<file path="src/rtl/phdt_pkg.sv">
// Package for the pass hazard dependency tracker: field widths and access kind codes.
// No dependencies.
`timescale 1ns / 1ps

package phdt_pkg;

   localparam int RID_W  = 16;
   localparam int KIND_W = 2;
   localparam int SLOT_W = 4;
   localparam int MASK_W = 16;

   localparam logic [KIND_W-1:0] KIND_READ  = 2'd0;
   localparam logic [KIND_W-1:0] KIND_WRITE = 2'd1;
   localparam logic [KIND_W-1:0] KIND_RDWR  = 2'd2;

endpackage

</file>
<file path="src/rtl/phdt_ifs.sv">
// Request and response channel interfaces of the pass hazard dependency tracker.
// Depends on phdt_pkg.
`timescale 1ns / 1ps

interface phdt_req_if;
   import phdt_pkg::*;

   logic              valid;
   logic              ready;
   logic [RID_W-1:0]  resource_id;
   logic [KIND_W-1:0] access_kind;
   logic              has_access;
   logic              last_access;
   logic              new_graph;

   modport source (output valid, resource_id, access_kind, has_access, last_access,
                   new_graph, input ready);
   modport sink   (input valid, resource_id, access_kind, has_access, last_access,
                   new_graph, output ready);
endinterface

interface phdt_rsp_if;
   import phdt_pkg::*;

   logic              valid;
   logic              ready;
   logic [SLOT_W-1:0] pass_slot;
   logic [MASK_W-1:0] dependency_mask;
   logic              overflow;

   modport source (output valid, pass_slot, dependency_mask, overflow, input ready);
   modport sink   (input valid, pass_slot, dependency_mask, overflow, output ready);
endinterface

</file>
<file path="src/rtl/pass_hazard_dependency_tracker.sv">
// Channel   Dir  Handshake         Payload
// req_ch    in   valid / ready     resource_id, access_kind, has_access, last_access, new_graph
// rsp_ch    out  valid / ready     pass_slot, dependency_mask, overflow
//
// A request with an access scans all stored accesses of closed passes through one store
// read port and one comparator, is then stored, and closes its pass if it is the last.
// Dropped or empty requests skip the scan. Synchronous reset clears the state, pass and
// access counts, mask, overflow and valid flags; the scan counters are loaded on each
// accepted request, and the access store is read only where written. A waiting response
// holds the close.
// Depends on phdt_pkg and phdt_ifs.
`timescale 1ns / 1ps

module pass_hazard_dependency_tracker #(
   parameter int MAX_PASSES    = 16,
   parameter int MAX_ACCESSES  = 8,
   parameter int RESOURCE_BITS = 16
) (
   input logic          clock,
   input logic          reset,
   phdt_req_if.sink     req_ch,
   phdt_rsp_if.source   rsp_ch
);
   import phdt_pkg::*;

   localparam int RES_W = (RESOURCE_BITS < RID_W) ? RESOURCE_BITS : RID_W;
   localparam int PCW   = $clog2(MAX_PASSES + 1);
   localparam int PW    = $clog2(MAX_PASSES);
   localparam int ACW   = $clog2(MAX_ACCESSES + 1);
   localparam int AW    = (MAX_ACCESSES > 1) ? $clog2(MAX_ACCESSES) : 1;
   localparam int DEPTH = MAX_PASSES * MAX_ACCESSES;
   localparam int SAW   = $clog2(DEPTH);
   localparam int BW    = $clog2(DEPTH + 1);
   localparam int MXW   = (MAX_PASSES > MASK_W) ? MAX_PASSES : MASK_W;
   localparam int SXW   = (PCW > SLOT_W) ? PCW : SLOT_W;

   typedef enum logic [3:0] {
      ST_IDLE   = 4'b0001,
      ST_SCAN   = 4'b0010,
      ST_STORE  = 4'b0100,
      ST_FINISH = 4'b1000
   } state_type;

   state_type              state_ff, state_in;
   logic [RES_W-1:0]       res_ff, res_in;
   logic                   wr_ff, wr_in;
   logic                   last_ff, last_in;
   logic [PCW-1:0]         pass_cnt_ff, pass_cnt_in;
   logic [ACW-1:0]         pend_ff, pend_in;
   logic [MAX_PASSES-1:0]  mask_ff, mask_in;
   logic                   ovf_ff, ovf_in;
   logic [BW-1:0]          base_ff, base_in;
   logic [BW-1:0]          addr_ff, addr_in;
   logic [AW-1:0]          a_ff, a_in;
   logic [PW-1:0]          p_ff, p_in;
   logic                   s1_vld_ff, s1_vld_in;
   logic [AW-1:0]          s1_a_ff, s1_a_in;
   logic [PW-1:0]          s1_p_ff, s1_p_in;
   logic                   rsp_vld_ff, rsp_vld_in;
   logic [SLOT_W-1:0]      slot_ff, slot_in;
   logic [MASK_W-1:0]      dmask_ff, dmask_in;
   logic                   rovf_ff, rovf_in;

   logic [RES_W-1:0]       store_res [DEPTH];
   logic                   store_wr  [DEPTH];
   logic [ACW-1:0]         cnt_mem   [MAX_PASSES];
   logic [RES_W-1:0]       rd_res_ff;
   logic                   rd_wr_ff;
   logic [ACW-1:0]         rd_cnt_ff;

   logic                   mem_we;
   logic                   cnt_we;
   logic                   hit;
   logic [BW-1:0]          waddr;
   logic [MXW-1:0]         mask_ext;
   logic [SXW-1:0]         slot_ext;

   assign waddr    = base_ff + BW'(pend_ff);
   assign mask_ext = MXW'(mask_ff);
   assign slot_ext = SXW'(pass_cnt_ff);
   assign hit      = s1_vld_ff && (ACW'(s1_a_ff) < rd_cnt_ff) && (rd_res_ff == res_ff)
                     && (wr_ff || rd_wr_ff);

   assign req_ch.ready           = (state_ff == ST_IDLE);
   assign rsp_ch.valid           = rsp_vld_ff;
   assign rsp_ch.pass_slot       = slot_ff;
   assign rsp_ch.dependency_mask = dmask_ff;
   assign rsp_ch.overflow        = rovf_ff;

   always_comb begin
      logic [PCW-1:0] pc_eff;
      logic [ACW-1:0] pend_eff;

      state_in    = state_ff;
      res_in      = res_ff;
      wr_in       = wr_ff;
      last_in     = last_ff;
      pass_cnt_in = pass_cnt_ff;
      pend_in     = pend_ff;
      mask_in     = mask_ff;
      ovf_in      = ovf_ff;
      base_in     = base_ff;
      addr_in     = addr_ff;
      a_in        = a_ff;
      p_in        = p_ff;
      s1_vld_in   = 1'b0;
      s1_a_in     = a_ff;
      s1_p_in     = p_ff;
      rsp_vld_in  = rsp_vld_ff & ~rsp_ch.ready;
      slot_in     = slot_ff;
      dmask_in    = dmask_ff;
      rovf_in     = rovf_ff;
      mem_we      = 1'b0;
      cnt_we      = 1'b0;
      pc_eff      = pass_cnt_ff;
      pend_eff    = pend_ff;

      if (hit) begin
         mask_in[s1_p_ff] = 1'b1;
      end

      case (state_ff)
         ST_IDLE: begin
            if (req_ch.valid) begin
               res_in  = req_ch.resource_id[RES_W-1:0];
               wr_in   = (req_ch.access_kind == KIND_WRITE)
                         || (req_ch.access_kind == KIND_RDWR);
               last_in = req_ch.last_access;
               if (req_ch.new_graph) begin
                  pc_eff      = '0;
                  pend_eff    = '0;
                  pass_cnt_in = '0;
                  pend_in     = '0;
                  mask_in     = '0;
                  ovf_in      = 1'b0;
                  base_in     = '0;
               end
               addr_in = '0;
               a_in    = '0;
               p_in    = '0;
               if (!req_ch.has_access) begin
                  state_in = ST_FINISH;
               end else if (pc_eff == PCW'(MAX_PASSES) || pend_eff == ACW'(MAX_ACCESSES)) begin
                  ovf_in   = 1'b1;
                  state_in = req_ch.last_access ? ST_FINISH : ST_IDLE;
               end else begin
                  state_in = (pc_eff == '0) ? ST_STORE : ST_SCAN;
               end
            end
         end
         ST_SCAN: begin
            s1_vld_in = 1'b1;
            s1_a_in   = a_ff;
            s1_p_in   = p_ff;
            addr_in   = addr_ff + BW'(1);
            if (a_ff == AW'(MAX_ACCESSES - 1)) begin
               a_in = '0;
               p_in = p_ff + PW'(1);
            end else begin
               a_in = a_ff + AW'(1);
            end
            if (addr_ff == base_ff - BW'(1)) begin
               state_in = ST_STORE;
            end
         end
         ST_STORE: begin
            mem_we   = 1'b1;
            pend_in  = pend_ff + ACW'(1);
            state_in = last_ff ? ST_FINISH : ST_IDLE;
         end
         ST_FINISH: begin
            if (!rsp_vld_ff || rsp_ch.ready) begin
               rsp_vld_in = 1'b1;
               if (pass_cnt_ff == PCW'(MAX_PASSES)) begin
                  ovf_in   = 1'b1;
                  slot_in  = '0;
                  dmask_in = '0;
                  rovf_in  = 1'b1;
               end else begin
                  cnt_we      = 1'b1;
                  slot_in     = slot_ext[SLOT_W-1:0];
                  dmask_in    = mask_ext[MASK_W-1:0];
                  rovf_in     = ovf_ff;
                  pass_cnt_in = pass_cnt_ff + PCW'(1);
                  base_in     = base_ff + BW'(MAX_ACCESSES);
               end
               pend_in  = '0;
               mask_in  = '0;
               state_in = ST_IDLE;
            end
         end
         default: begin
            state_in = ST_IDLE;
         end
      endcase
   end

   always_ff @(posedge clock) begin
      if (reset) begin
         state_ff    <= ST_IDLE;
         pass_cnt_ff <= '0;
         pend_ff     <= '0;
         mask_ff     <= '0;
         ovf_ff      <= 1'b0;
         base_ff     <= '0;
         s1_vld_ff   <= 1'b0;
         rsp_vld_ff  <= 1'b0;
      end else begin
         state_ff    <= state_in;
         pass_cnt_ff <= pass_cnt_in;
         pend_ff     <= pend_in;
         mask_ff     <= mask_in;
         ovf_ff      <= ovf_in;
         base_ff     <= base_in;
         s1_vld_ff   <= s1_vld_in;
         rsp_vld_ff  <= rsp_vld_in;
      end
   end

   always_ff @(posedge clock) begin
      res_ff   <= res_in;
      wr_ff    <= wr_in;
      last_ff  <= last_in;
      addr_ff  <= addr_in;
      a_ff     <= a_in;
      p_ff     <= p_in;
      s1_a_ff  <= s1_a_in;
      s1_p_ff  <= s1_p_in;
      slot_ff  <= slot_in;
      dmask_ff <= dmask_in;
      rovf_ff  <= rovf_in;
   end

   // access store and per-pass access counts, registered reads
   always_ff @(posedge clock) begin
      if (mem_we) begin
         store_res[waddr[SAW-1:0]] <= res_ff;
         store_wr[waddr[SAW-1:0]]  <= wr_ff;
      end
      rd_res_ff <= store_res[addr_ff[SAW-1:0]];
      rd_wr_ff  <= store_wr[addr_ff[SAW-1:0]];
      if (cnt_we) begin
         cnt_mem[pass_cnt_ff[PW-1:0]] <= pend_ff;
      end
      rd_cnt_ff <= cnt_mem[p_ff];
   end

endmodule

</file>
<file path="src/flat_wrapper.sv">
// flat-port wrapper written by rule: the top's interface ports become plain ports
module pass_hazard_dependency_tracker_flat import phdt_pkg::*;
#(
   parameter int MAX_PASSES    = 16,
   parameter int MAX_ACCESSES  = 8,
   parameter int RESOURCE_BITS = 16
)
  (clock, reset, req_ch_valid, req_ch_resource_id, req_ch_access_kind, req_ch_has_access, req_ch_last_access, req_ch_new_graph, req_ch_ready, rsp_ch_valid, rsp_ch_pass_slot, rsp_ch_dependency_mask, rsp_ch_overflow, rsp_ch_ready);
  phdt_req_if req_ch_i ();
  phdt_rsp_if rsp_ch_i ();
  input logic clock;
  input logic reset;
  input wire logic [$bits(req_ch_i.valid)-1:0] req_ch_valid;
  input wire logic [$bits(req_ch_i.resource_id)-1:0] req_ch_resource_id;
  input wire logic [$bits(req_ch_i.access_kind)-1:0] req_ch_access_kind;
  input wire logic [$bits(req_ch_i.has_access)-1:0] req_ch_has_access;
  input wire logic [$bits(req_ch_i.last_access)-1:0] req_ch_last_access;
  input wire logic [$bits(req_ch_i.new_graph)-1:0] req_ch_new_graph;
  output wire logic [$bits(req_ch_i.ready)-1:0] req_ch_ready;
  output wire logic [$bits(rsp_ch_i.valid)-1:0] rsp_ch_valid;
  output wire logic [$bits(rsp_ch_i.pass_slot)-1:0] rsp_ch_pass_slot;
  output wire logic [$bits(rsp_ch_i.dependency_mask)-1:0] rsp_ch_dependency_mask;
  output wire logic [$bits(rsp_ch_i.overflow)-1:0] rsp_ch_overflow;
  input wire logic [$bits(rsp_ch_i.ready)-1:0] rsp_ch_ready;
  assign req_ch_i.valid = req_ch_valid;
  assign req_ch_i.resource_id = req_ch_resource_id;
  assign req_ch_i.access_kind = req_ch_access_kind;
  assign req_ch_i.has_access = req_ch_has_access;
  assign req_ch_i.last_access = req_ch_last_access;
  assign req_ch_i.new_graph = req_ch_new_graph;
  assign req_ch_ready = req_ch_i.ready;
  assign rsp_ch_valid = rsp_ch_i.valid;
  assign rsp_ch_pass_slot = rsp_ch_i.pass_slot;
  assign rsp_ch_dependency_mask = rsp_ch_i.dependency_mask;
  assign rsp_ch_overflow = rsp_ch_i.overflow;
  assign rsp_ch_i.ready = rsp_ch_ready;
  pass_hazard_dependency_tracker #(.MAX_PASSES(MAX_PASSES), .MAX_ACCESSES(MAX_ACCESSES), .RESOURCE_BITS(RESOURCE_BITS)) u_core (.clock(clock), .reset(reset), .req_ch(req_ch_i), .rsp_ch(rsp_ch_i));
endmodule
</file>
<file path="config.mk">
export PLATFORM = sky130hd
export DESIGN_NAME = pass_hazard_dependency_tracker_flat
export DESIGN_NICKNAME = d
export VERILOG_FILES = /design/src/rtl/phdt_pkg.sv /design/src/rtl/phdt_ifs.sv /design/src/rtl/pass_hazard_dependency_tracker.sv /design/src/flat_wrapper.sv
export SDC_FILE = /design/constraint.sdc
export NUM_CORES = 2
export LEC_CHECK = 0
export BUFFER_PORTS_ARGS = -buffer_cell sky130_fd_sc_hd__buf_2
export CAP_MARGIN = 10
export CORE_MARGIN = 4
export CORE_UTILIZATION = 50
export CTS_BUF_LIST = sky130_fd_sc_hd__clkbuf_16
export DETAILED_ROUTE_END_ITERATION = 16
export PLACE_DENSITY = 0.68
export SLEW_MARGIN = 10
export SYNTH_ARGS = -nofsm -noshare
export SYNTH_HDL_FRONTEND = slang
export SYNTH_SLANG_ARGS = --single-unit
</file>
<file path="constraint.sdc">
create_clock -name clock -period 3 [get_ports clock]
set_clock_uncertainty 0.1 [all_clocks]
set_input_delay 0.3 -clock clock [delete_from_list [all_inputs] [get_ports clock]]
set_output_delay 0.3 -clock clock [all_outputs]
set_load 0.03 [all_outputs]
</file>
# Yosys cells after proc, flatten, opt, wreduce, memory -nomap -nowiden

Memories as Yosys holds them, arrays and structs flattened. A register that Yosys moved wholly into a read port is not among the register bits.
Index checks and enable logic that the tools add are counted.

Memory bits (writable): 2240
Memories: 3
Bits in registers: 101
Output and inout bits: 23
Input port bits: 25

Memories:

| memory           | depth | bits a word | read ports | clocked after memory_dff | write ports | RTL line                             | text |
|---|---|---|---|---|---|---|---|
| u_core.store_res | 128   | 16          | 1          | 1                        | 1           | pass_hazard_dependency_tracker.sv:64 | `logic [RES_W-1:0] store_res [DEPTH];` |
| u_core.store_wr  | 128   | 1           | 1          | 1                        | 1           | pass_hazard_dependency_tracker.sv:65 | `logic store_wr [DEPTH];` |
| u_core.cnt_mem   | 16    | 4           | 1          | 1                        | 1           | pass_hazard_dependency_tracker.sv:66 | `logic [ACW-1:0] cnt_mem [MAX_PASSES];` |

Equal/unequal tests: 18
Bitwise logic cells: 3
$lt $le $gt $ge: 3
$add $sub $neg: 8
Reduce and logical (&&, ||, !) cells: 22
Mux-type cells: 58

Operators by type and width:

| operator              | number |
|---|---|
| $mux W16              | 4 |
| $mux W4               | 13 |
| $mux W8               | 5 |
| $pmux W16 S2          | 1 |
| $pmux W8 S2           | 2 |
| $mux W5               | 5 |
| $mux W1               | 18 |
| $eq A16 B16 Y1        | 1 |
| $or A16 B16 Y16       | 1 |
| $pmux W4 S4           | 1 |
| $pmux W4 S3           | 1 |
| $reduce_and A3 Y1     | 4 |
| $eq A5 B5 Y1 const B  | 2 |
| $pmux W5 S2           | 1 |
| $mux W3               | 3 |
| $add A4 B1 Y4 const B | 2 |
| $add A8 B1 Y8 const B | 1 |
| $add A8 B4 Y8 const B | 1 |
| $eq A4 B4 Y1 const B  | 2 |
| $eq A8 B8 Y1          | 1 |
| $pmux W4 S2           | 1 |
| $sub A8 B1 Y8 const B | 1 |
| $add A7 B4 Y7         | 1 |
| $ne A2 B1 Y1 const B  | 3 |
| 26 further kinds      | 37 |

# Depth between registers and ports, before layout

Depth in word-level cells: 9
Mapped depth: 11
Gate-level depth less buffers: 7

# Worst setup path before layout

No wires, ideal clock.

Path kind: register to register
From: register u_core.res_ff[14]
To: register u_core.mask_ff[10], in the netlist u_core.mask_ext[10]
Period minus slack after synthesis: 3.189 ns
Data required time: 2.811 ns
Arrival: 3.000 ns
Buffers on the path: 0
Setup slack: -0.189 ns
Library setup time: 0.089 ns
Stages on the path, launching flop included: 6
Cell sequence: edfxtp_1 nand2b_1 o2111ai_1 nor4_1 o2111ai_1 o31ai_1

Cells in the longest elaborated chain, start to end: 7
Elaborated cells on any way between the ends: 8

Ends and longest elaborated chain:

| element                  | RTL line                              | text |
|---|---|---|
| start: declaration       | pass_hazard_dependency_tracker.sv:45  | `logic [RES_W-1:0] res_ff, res_in;` |
| start signal: assignment | pass_hazard_dependency_tracker.sv:221 | `res_ff <= res_in;` |
| $eq A16 B16 Y1 *         | pass_hazard_dependency_tracker.sv:81  | `assign hit = s1_vld_ff && (ACW'(s1_a_ff) < rd_cnt_ff) && (rd_res_ff == res_ff)` |
| $logic_and A1 B1 Y1 *    | pass_hazard_dependency_tracker.sv:81  |  |
| $logic_and A1 B1 Y1 *    | pass_hazard_dependency_tracker.sv:82  | `&& (wr_ff \|\| rd_wr_ff);` |
| $mux W16 *               | pass_hazard_dependency_tracker.sv:118 | `if (hit) begin` |
| $mux W16                 | pass_hazard_dependency_tracker.sv:129 | `if (req_ch.new_graph) begin` |
| $mux W16                 | pass_hazard_dependency_tracker.sv:124 | `if (req_ch.valid) begin` |
| $pmux W16 S2 *           | pass_hazard_dependency_tracker.sv:122 | `case (state_ff)` |
| end signal: assignment   | pass_hazard_dependency_tracker.sv:212 | `mask_ff <= mask_in;` |
| end: declaration         | pass_hazard_dependency_tracker.sv:50  | `logic [MAX_PASSES-1:0] mask_ff, mask_in;` |

Mark *: on every way between the ends. The rest lies on a longest branch, timed or not.
A chain may end at the register's enable or synchronous reset.

==> impl_metrics.ini <==
[routing]
drt_iter0_drc = 6759
wire_per_inst_um = 32.08
drc = 0
totalWireLength_um = 235500
drtAntennaViolNets = 0
first_pass_iters = 8
vias_per_cell = 6.334
via_count = 46500

[timing]
max_freq_ghz = 0.3341
fin_crit_sh = 0.9978
finalSetupViolCount = 0
slew_headroom = 0.2364
rsz0062_at_grt = yes
slew_violations = 0
min_period_ns = 2.993
worst_pin_slew_ns = 1.138
finalHoldViolCount = 0

[power]
swShare = 0.2308
clockPowerShare = 0.397
intPower_w = 0.05600
peakVddDrop_mv = 0.5681
p_seq_frac = 0.509
powerDensity_nw_per_um2 = 683.4
p_leak_nw = 34.39
power_frac_comb = 0.094
switchingPower_w = 0.01681

[setup_path]
reg2reg_slack_ns = 0.007
critPathCaptureType = flip-flop
r2r-start = u_core.addr_ff[4]$_SDFFCE_PN0P_
crit_type = reg2reg
critPathRequiredTime_ns = 3.69
crit_path_start_kind = flip-flop
crit_arrival_ns = 3.69
rr_worst_depth = 6
r2r_end = u_core.rd_res_ff[11]$_DFF_P_
cp_max_fo = 15

[clock_tree]
cts.reportedPaths.clkPinSlew_ns = 0.06
clk_latency_ns = 0.89
cts_tree = done
clock-root-buffer = clkbuf_16
cts_htree_levels = 4
cts.sinks = 2359
cts_buffer_depth = 3
cts_buffers = 226

[final_layout]
fin_nets = 4809
syn_to_final_growth_pct = 16.68
final_core_util = 0.5881
seq_area_um2 = 70190
fillers = 12680
drive_above_1_share = 0.3186
stdcell_count = 7341
multi_input_area_um2 = 20130

[logic_synthesis]
synth-edff-count = 2294
netlist_area_um2 = 91310
synth.avg_cell_area_um2 = 21.68
ys.flop_type = edfxtp_1
yosys_warnings = 0
synth.area.top_cells = edfxtp_1, mux4_2, mux2i_1, dfxtp_1, nor2_1
yosysTopAreaCell = edfxtp_1
ys_seq_area_frac = 0.7687
synth_top_area_frac = 0.7545
ys_types = 75
syn_nets = 4253
syn_inst = 4212
ys_seq_elements = 2359
async_flop_share = 0

[placement]
dpl.hpwl_um = 141900
gp_congestion = 0.8802
dp_cells = 6877
port_buffers = 47

[die]
dieArea_um2 = 189500
die_y_um = 435.3
die_w_um = 435.3
fp.coreArea_um2 = 181100
initial_utilization = 0.5041
rows = 156
boundaryPins = 48

[global_route]
grt_use_total = 0.2471
overflow = 0
first_global_vias = 45540
grt_pass1_wl_um = 337400
antenna_found_initial = 8
grt_max_degree = 129

[hold_path]
min_from = req_ch_resource_id[7]
holdPathEnd = u_core.res_ff[7]$_DFFE_PP_
hold_class = in2reg
hold-path-cell-count = 2

[job]
max-cap-violations = 0

[outcome]
status = finished, final reports clean
## worst max-delay path: stages (launching register included)
cell      delay, ns
edfxtp_1       0.81
buf_4          0.36
nand2b_1       0.58
nor3_1         0.14
a211o_1        0.35
a221oi_1       0.38
o22a_1         0.21
## placed cells by master, fill, tap and decap left out, drive strengths merged, types with 10 or more instances in the layout
cell type and instances:
dlygate4sd3 28, and2 15, clkinv 109, buf 536
o31ai 20, a31oi 12, ha 16, nand3 31
mux2i 199, nand3b 10, o221ai 15, mux4 564
nor2 197, edfxtp 2294, mux2 21, nor4 12
bufinv 31, o211ai 11, nor2b 31, a22oi 43
a21oi 54, o21ai 25, inv 75, nor3 12
xnor2 27, nand2b 15, o22ai 16, nand2 105
dfxtp 65, clkbuf 229, a211oi 12, o2111ai 12
## area by class of cell
type,instances,area share
antenna,3,0.00007047
clock inverter,201,0.01877
multi-input combinational,1596,0.1889
inverter,19,0.0006694
clock buffer,227,0.05332
timing repair buffer,566,0.05157
tap,2370,0.02783
sequential,2359,0.6588
## power by group through the flow
stage | combinational (W) | sequential, W | clock (W)
after global placement | 0.00662 | 0.0377 | 0
after floorplan | 0.00336 | 0.0381 | 0
after detailed placement | 0.00670 | 0.0377 | 0
after CTS | 0.00680 | 0.0370 | 0.0293
after global routing | 0.00716 | 0.0370 | 0.0309
final | 0.00685 | 0.0370 | 0.0289
## per-stage QoR
stage / hold WS (ns) / power [W] / setup WS [ns] / setup TNS [ns] / area, µm²
after floorplan: 0.2462 / 0.04141 / -0.1289 / -18.35 / 91370
after global placement: 0.2627 / 0.04434 / -0.4402 / -1.170 / 98370
after detailed placement: 0.2693 / 0.04442 / -0.4407 / -1.317 / 98370
after CTS: 0.008880 / 0.07315 / 0.006023 / 0 / 106400
after global routing: 0.05618 / 0.07502 / -0.03730 / -0.2002 / 106500
final: 0.08494 / 0.07281 / 0.006548 / 0 / 106500
## registers in the layout (all words and copies together), names as in the netlist, 3 cells and up
register                       count
u_core.pend_ff                     4
u_core.res_ff                     16
u_core.s1_a_ff                     3
u_core.store_wr                  128
u_core.rsp_ch.pass_slot            4
u_core.p_ff                        4
u_core.addr_ff                     8
u_core.a_ff                        3
u_core.s1_p_ff                     4
u_core.store_res                2048
u_core.base_ff                     5
u_core.state_ff                    4
u_core.pass_cnt_ff                 5
u_core.rsp_ch.dependency_mask     16
u_core.rd_cnt_ff                   4
u_core.rd_res_ff                  16
u_core.cnt_mem                    64
u_core.mask_ext                   16
## logic make-up after synthesis
family	Yosys count	share of synthesized area
XOR/XNOR	36	0.003453
buffers and inverters	257	0.01522
multiplexers	784	0.1636
flip-flops	2359	0.7687
other	1	0.00004107
adder cells (fa/ha/maj)	16	0.002193
AO/OA/AOI/OAI	289	0.02258
AND/OR/NAND/NOR	470	0.02424
## cells in the mapped netlist, types with 8 or more instances
cell and n:
ha_1 16, buf_4 47, nor4_1 12, nor3_1 12, nor2b_1 31, a211oi_1 12
buf_2 55, a31oi_1 12, dfxtp_1 65, xor2_1 9, a22oi_1 43, mux2_2 21
nand2b_1 15, o221ai_1 15, o211ai_1 11, o21ai_0 24, inv_1 18, mux4_2 564
nand2_1 105, edfxtp_1 2294, buf_1 26, mux2i_1 198, and3_1 8, and2_1 15
nand3b_1 10, o31ai_1 20, nand3_1 31, xnor2_1 27, nor2_1 197, o22ai_1 16
buf_6 24, o2111ai_1 12, a21oi_1 54, clkbuf_1 86
## routing by layer
metal | wire length, µm | vias to the layer above | share of wire | GRT usage
li1 | - | 18740 | - | -
met1 | 91850 | 24630 | 0.39 | 0.3615
met2 | 110400 | 2714 | 0.47 | 0.3769
met3 | 25100 | 413 | 0.11 | 0.05061
met4 | 8112 | 4 | 0.034 | 0.08255
met5 | 28 | - | 0.00012 | 0
## how the worst max path moves through the flow
| stage | startpoint | to | slack (ns) | cells past startpoint |
|---|---|---|---|---|
| floorplan | u_core.res_ff[14]$_DFFE_PP_ | u_core.mask_ext[10]$_SDFF_PP0_ | -0.13 | 5 |
| global placement | u_core.addr_ff[0]$_SDFFCE_PN0P_ | u_core.rd_res_ff[2]$_DFF_P_ | -0.44 | 6 |
| detailed placement | u_core.addr_ff[0]$_SDFFCE_PN0P_ | u_core.rd_res_ff[2]$_DFF_P_ | -0.44 | 6 |
| CTS | u_core.addr_ff[0]$_SDFFCE_PN0P_ | u_core.rd_res_ff[2]$_DFF_P_ | 0.006 | 9 |
| global route | u_core.addr_ff[0]$_SDFFCE_PN0P_ | u_core.rd_res_ff[14]$_DFF_P_ | -0.04 | 9 |
| finish | u_core.addr_ff[4]$_SDFFCE_PN0P_ | u_core.rd_res_ff[11]$_DFF_P_ | 0.007 | 6 |
## what timing repair did
action,CTS,global route
hold endpoints to repair,39,0
resized for setup,16,13
hold buffers,28,0
pin swaps,0,1
endpoints found under the setup margin,9,9
gates cloned,0,2
setup buffers,0,3
No activity file was read; power rests on OpenSTA's default activity.
